==> src/rtl/isstore_pkg.sv <==
// Shared types and constants for the indexed sequence store.
package isstore_pkg;

   localparam int DATA_W           = 32;
   localparam int POS_W            = 8;
   localparam int ACT_W            = 3;
   localparam int STAT_W           = 2;
   localparam int DEFAULT_CAPACITY = 64;
   localparam int GROUP_SIZE       = 8;
   localparam int REQ_TDATA_W      = 48;
   localparam int RSP_TDATA_W      = 48;

   typedef enum logic [ACT_W-1:0] {
      ACT_READ      = 3'd0,
      ACT_INS_FRONT = 3'd1,
      ACT_INS_BACK  = 3'd2,
      ACT_INS_POS   = 3'd3,
      ACT_DELETE    = 3'd4
   } action_type;

   typedef enum logic [STAT_W-1:0] {
      ST_DONE  = 2'd0,
      ST_RANGE = 2'd1,
      ST_FULL  = 2'd2
   } status_type;

   // Broadcast control seen by every cell of the chain.
   typedef struct packed {
      logic              ins_en;
      logic              del_en;
      logic [POS_W-1:0]  pos;
      logic [DATA_W-1:0] value;
   } cell_ctrl_type;

endpackage

==> src/rtl/isstore_cell.sv <==
// One storage cell of the chain: holds a value and shifts with its neighbors.
module isstore_cell
   import isstore_pkg::*;
#(
   parameter int INDEX = 0
) (
   input  logic                clock,
   input  cell_ctrl_type       ctrl,
   input  logic [DATA_W-1:0]   left_value,
   input  logic [DATA_W-1:0]   right_value,
   output logic [DATA_W-1:0]   value,
   output logic [DATA_W-1:0]   read_tap
);

   localparam logic [POS_W-1:0] MY_INDEX = POS_W'(INDEX);

   logic [DATA_W-1:0] value_ff;
   logic [DATA_W-1:0] value_in;

   // Insert opens a gap at the position, delete closes the one there.
   always_comb begin
      value_in = value_ff;
      if (ctrl.ins_en) begin
         if (MY_INDEX > ctrl.pos) begin
            value_in = left_value;
         end else if (MY_INDEX == ctrl.pos) begin
            value_in = ctrl.value;
         end
      end else if (ctrl.del_en) begin
         if (MY_INDEX >= ctrl.pos) begin
            value_in = right_value;
         end
      end
   end

   always_ff @(posedge clock) begin
      value_ff <= value_in;
   end

   // The cell drives its value onto the read tree only when addressed.
   assign value    = value_ff;
   assign read_tap = (MY_INDEX == ctrl.pos) ? value_ff : '0;

endmodule

==> config.mk <==
export PLATFORM = sky130hd
export DESIGN_NAME = isstore_cell
export DESIGN_NICKNAME = d
export VERILOG_FILES = /design/src/rtl/isstore_pkg.sv /design/src/rtl/isstore_cell.sv
export SDC_FILE = /design/constraint.sdc
export NUM_CORES = 1
export LEC_CHECK = 0
export BUFFER_PORTS_ARGS = -buffer_cell sky130_fd_sc_hd__buf_4
export CORE_MARGIN = 2
export CORE_UTILIZATION = 40
export CTS_CLUSTER_SIZE = 16
export DETAILED_ROUTE_END_ITERATION = 12
export HOLD_SLACK_MARGIN = 0.02
export PLACE_DENSITY = 0.86
export RECOVER_POWER = 100
export SLEW_MARGIN = 20
export SYNTH_ARGS = -nofsm -noshare
export SYNTH_HDL_FRONTEND = slang
export SYNTH_SLANG_ARGS = --single-unit
export TNS_END_PERCENT = 100
==> constraint.sdc <==
create_clock -name clock -period 12.9 [get_ports clock]
set_input_delay 2.58 -clock clock [delete_from_list [all_inputs] [get_ports clock]]
set_output_delay 2.58 -clock clock [all_outputs]
set_load 0.02 [all_outputs]
== After elaboration in Yosys (flattened, before gate mapping) ==
Index checks and enable logic that the tools add are counted.

* Register bits after elaboration: 32
* Bits in latches: 0
* Memory bits (writable): 0
* Memory bits (read-only): 0
* Bits of input ports: 107
* Output and inout bits: 64
* Word-level logic and storage cells: 14
* Memories kept: 0

* $add $sub $neg: 0
* Multiply operators: 0
* Div/mod/pow operators: 0
* Magnitude comparators: 2
* Eq/ne operators: 1
* Shifts and indexed selects: 0
* Multiplexer cells: 6
* Bitwise logic cells: 0
* Reductions and logical operators: 4

{| class="wikitable"
|+ Operators by type and width
! kind !! count
|-
| 2-to-1 mux 32 bit || 6
|-
| >= comparator 1 x 8 -> 1 bit (first input constant) || 1
|-
| > comparator 1 x 8 -> 1 bit (first input constant) || 1
|-
| zero test 8 bit || 1
|-
| nonzero test 2 bit || 2
|-
| inequality test 3 x 1 -> 1 bit (second input constant) || 1
|-
| AND reduction 3 bit || 1
|}

== Depth between registers and ports, before layout ==
* Depth in word-level cells: 4
* Mapped depth: 4
* Depth with buffers taken out: 2

== Worst setup path before layout ==
No wires, ideal clock.

* Path type: input-to-output
* Start: input ctrl[33] in the netlist's numbering
* End: output read_tap[0]
* Data arrival time: 3.746 ns
* Path slack: 6.574 ns
* Stages: 3
* Path buffers: 1
* Cells stage by stage: or4_4 -> buf_6 -> nor3_1

* Cells in the longest elaborated chain, start to end: 2

{| class="wikitable"
|+ Ends and longest elaborated chain
! item !! RTL line !! text
|-
| start, declared || isstore_cell.sv:8 || <nowiki>input cell_ctrl_type ctrl,</nowiki>
|-
| zero test 8 bit || isstore_cell.sv:42 || <nowiki>assign read_tap = (MY_INDEX == ctrl.pos) ? value_ff : '0;</nowiki>
|-
| 2-to-1 mux 32 bit || isstore_cell.sv:42 ||
|-
| end, declared || isstore_cell.sv:12 || <nowiki>output logic [DATA_W-1:0] read_tap</nowiki>
|}

Every way passes these cells.

== Final worst setup path ==
* Start: input ctrl[39] in the netlist's numbering
* End: output read_tap[25]

Same word-level chain as after synthesis.

==> results summary <==
The run finished, with violations left. The final reports fail on max-capacitance violations, max-slew violations. Summing all multi-input logic gate instances after layout gives 563 µm².

The cell area after technology mapping is 1900 µm². Synthesis produced 144 cells. The number of antenna diodes came out at 0.

The met2 capacity usage during global routing came out at 34.0%. The post-route fraction of the period consumed by the critical path came out at 53.4%. CTS built an H-tree with a depth of 2.

The setup-violating endpoint count in the final report came out at 0. The count of routing violations after the opening detailed-route iteration is 25. Dividing the detail-routed via count by the number of cells gives 4.69. The number of enable flip-flop cells after synthesis came out at 32. The portion of synthesized cell area occupied by the leading cell type came out at 50.7%. The shortest period the worst path allows is 6890 ps.

The switching power total came out at 43.8 µW. The worst slew slack as a fraction of its limit is -37.3%. The sink of the worst hold path is value[14]. The clock network fraction of total power came out at 32.7%. The number of buffers between clock root and the deepest sink is 2. Dividing the detail-routed wire length by the instance count gives 14.4 µm. The number of global-route vias before repair came out at 1,572.

The met1 usage came out at 18.4%. The areal power density over the cells came out at 81.1 nW/µm². The total number of placement rows came out at 25. Ranked by total cell area, the synthesized netlist is headed by edfxtp_1, mux2_2, nor3_2.

The overall track demand over capacity in global routing came out at 18.0%. The commonest cells after synthesis are edfxtp_1, inv_1, mux2_2, nor3_2. Counting every net in the synthesized netlist gives 251. The static power due to leakage came out at 0.00119 µW. The worst endpoint data arrival time is 4310 ps. The critical path is of the in -> out type.

Entering global routing, the biggest net connects 34 pins. The sequential element share of the synthesized area is 50.7%. The placeable core area is 4660 µm². The floorplan step set the die width to 72.8 µm.

The number of antenna violations at the first check in global routing came out at 0. In this run the remaining antenna-violating nets after routing total 0. In this run the most critical hold path is launched from right_value[14]. The met3 global-route usage is 6.22%. The clock edge transition at the registers on the reported setup and hold paths is 70 ps. The upper clock frequency limit came out at 145 MHz.

The total of cells resized after clock tree synthesis is 0. The quantity of hold-fixing buffers added after cts came out at 0. Net switching is 20.1% of the power. The tightest min-delay check is of the in -> reg type. The transition time of the tightest slew-check pin is 2040 ps. Once the floorplan was initialized, standard cells occupied 40.7% of the core. The number of clock buffers inserted by TritonCTS came out at 5. The share of async-settable or async-resettable flops after synthesis is 0%. The largest total area in the synthesized netlist belongs to edfxtp_1. Among all flip-flop cells after synthesis, the most frequent one is edfxtp_1. The worst setup path is captured at a primary output. The number of distinct library cell variants in the gate-level netlist after synthesis is 13. The post-CTS setup buffer count came out at 0.

Of the cells placed in the final design, the portion with a size suffix greater than 1 is 49.8%. At the end of the flow, the number of nets in the layout was 385. Input and output buffers added on the ports amount to 138. The worst setup path is launched from an input pin. The total via count after detailed routing came out at 1,563. The total count of max-transition violations in the final report is 51.

TritonCTS built the clock tree. The mean instance size in the synthesized netlist came out at 13.2 µm². The detailed-route wire length came out at 4800 µm. Data on the critical path is required at its endpoint by 10,320 ps. The number of top-level pins is 171. The number of synthesized register bits came out at 32.

The worst-case IR drop observed on VDD is 58.1 µV. The TritonCTS sink count came out at 32. Compared with the post-synthesis result, the final layout area differs by 42.0%. The max-capacitance violation count came out at 2.

The utilization after layout came out at 57.8%. For this run the aggregate overflow at the end of global routing stands at 0. Of the total power, registers draw 53.0%. Cell internal power was estimated by the tool at 175 µW. The combinational cell fraction of total power came out at 14.3%. The final setup TNS came out at 0 ps. The global routing stage identified its most utilized layer as met2. The register with the most flip-flops in the layout has 32 of them. The y dimension of the die came out at 72.8 µm.

The total number of yosys warnings came out at 0. The final count of hold timing violations is 0. In the routed design, unresolved DRC markers number 0. After legalization and detailed placement, the total HPWL measured 3670 µm. The wire length of the first global-routing pass is 7290 µm. The tree is rooted in a clkbuf_8. The worst hold path passes through 2 cells. The number of filler cells placed in the layout came out at 448. Setup repair after global routing left no endpoint under its margin.

The pre-antenna-repair detailed-routing pass consisted of 4 iterations. The worst-path maximum fanout came out at 33. The final weighted congestion in routability-driven placement is 0.751. The area of the die is 5310 µm². The flip-flop and latch area came out at 961 µm².
-- worst max-delay path, cell delays in order --
cell    delay (ps)
buf_4          110
or4_1         1030
nor3_1         370
buf_4          200
-- layout by cell type (no fill, tap or decap) --
cell type  synthesis  routed
nor2_1             1       1
mux2_2            32      29
inv_1             32      32
nor3_2            30       3
clkinv_1           0       1
or4_1              1       1
mux2_1             0       3
buf_4              3     101
or4_4              1       1
clkbuf_1           2      40
nor3_1             3      30
edfxtp_1          32      32
clkbuf_8           0       5
-- through the flow --
stage	power (µW)	area (µm²)	hold WS, ps	setup WS [ps]	std cells
2_1_floorplan	133	1900	2800	6570	144
6_report	218	2690	2610	6010	333
3_3_place_gp	149	2900	2880	6040	325
3_5_place_dp	151	2900	2890	6030	325
4_1_cts	223	2980	2590	6020	333
5_1_grt	228	2690	2590	5870	333
-- worst max path at each step --
stage,startpoint,end,slack [ps],cells past startpoint
2_1_floorplan,ctrl[33],read_tap[0],6570,3
3_3_place_gp,ctrl[39],read_tap[31],6040,4
3_5_place_dp,ctrl[39],read_tap[31],6030,4
4_1_cts,ctrl[39],read_tap[31],6020,4
5_1_grt,ctrl[39],read_tap[0],5870,4
6_report,ctrl[39],read_tap[25],6010,4
-- kinds of logic (layout without fill, tap and decap cells) --
group / Yosys count / in the layout / synth area share (%)
muxes: 32 / 32 / 19.0
DFF: 32 / 32 / 50.7
buffers and inverters: 44 / 179 / 12.5
and+or+nand+nor: 36 / 36 / 17.8
-- routing by layer --
metal  vias to the layer above  share of wire (%)
li1                        759                  -
met1                       710                 34
met2                        86                 55
met3                         8                9.0
met4                         0                1.5
met5                         -                  0
-- power groups by stage --
stage	sequential, µW	combinational, µW	clock, µW
detailed placement	118	32.7	0
floorplan	118	14.4	0
CTS	116	32.9	74.9
finish	116	31.2	71.5
global placement	118	31.6	0
global route	116	34.1	78.6
-- layout make-up --
type | count | area share (%)
inverters | 32 | 4.46
flip-flops and latches | 32 | 35.7
clock buffers | 7 | 2.83
repair buffers | 139 | 33.5
multi-input cells | 68 | 20.9
well taps | 54 | 2.51
clock inverters | 1 | 0.139
Power figures use the tool's default switching activity.
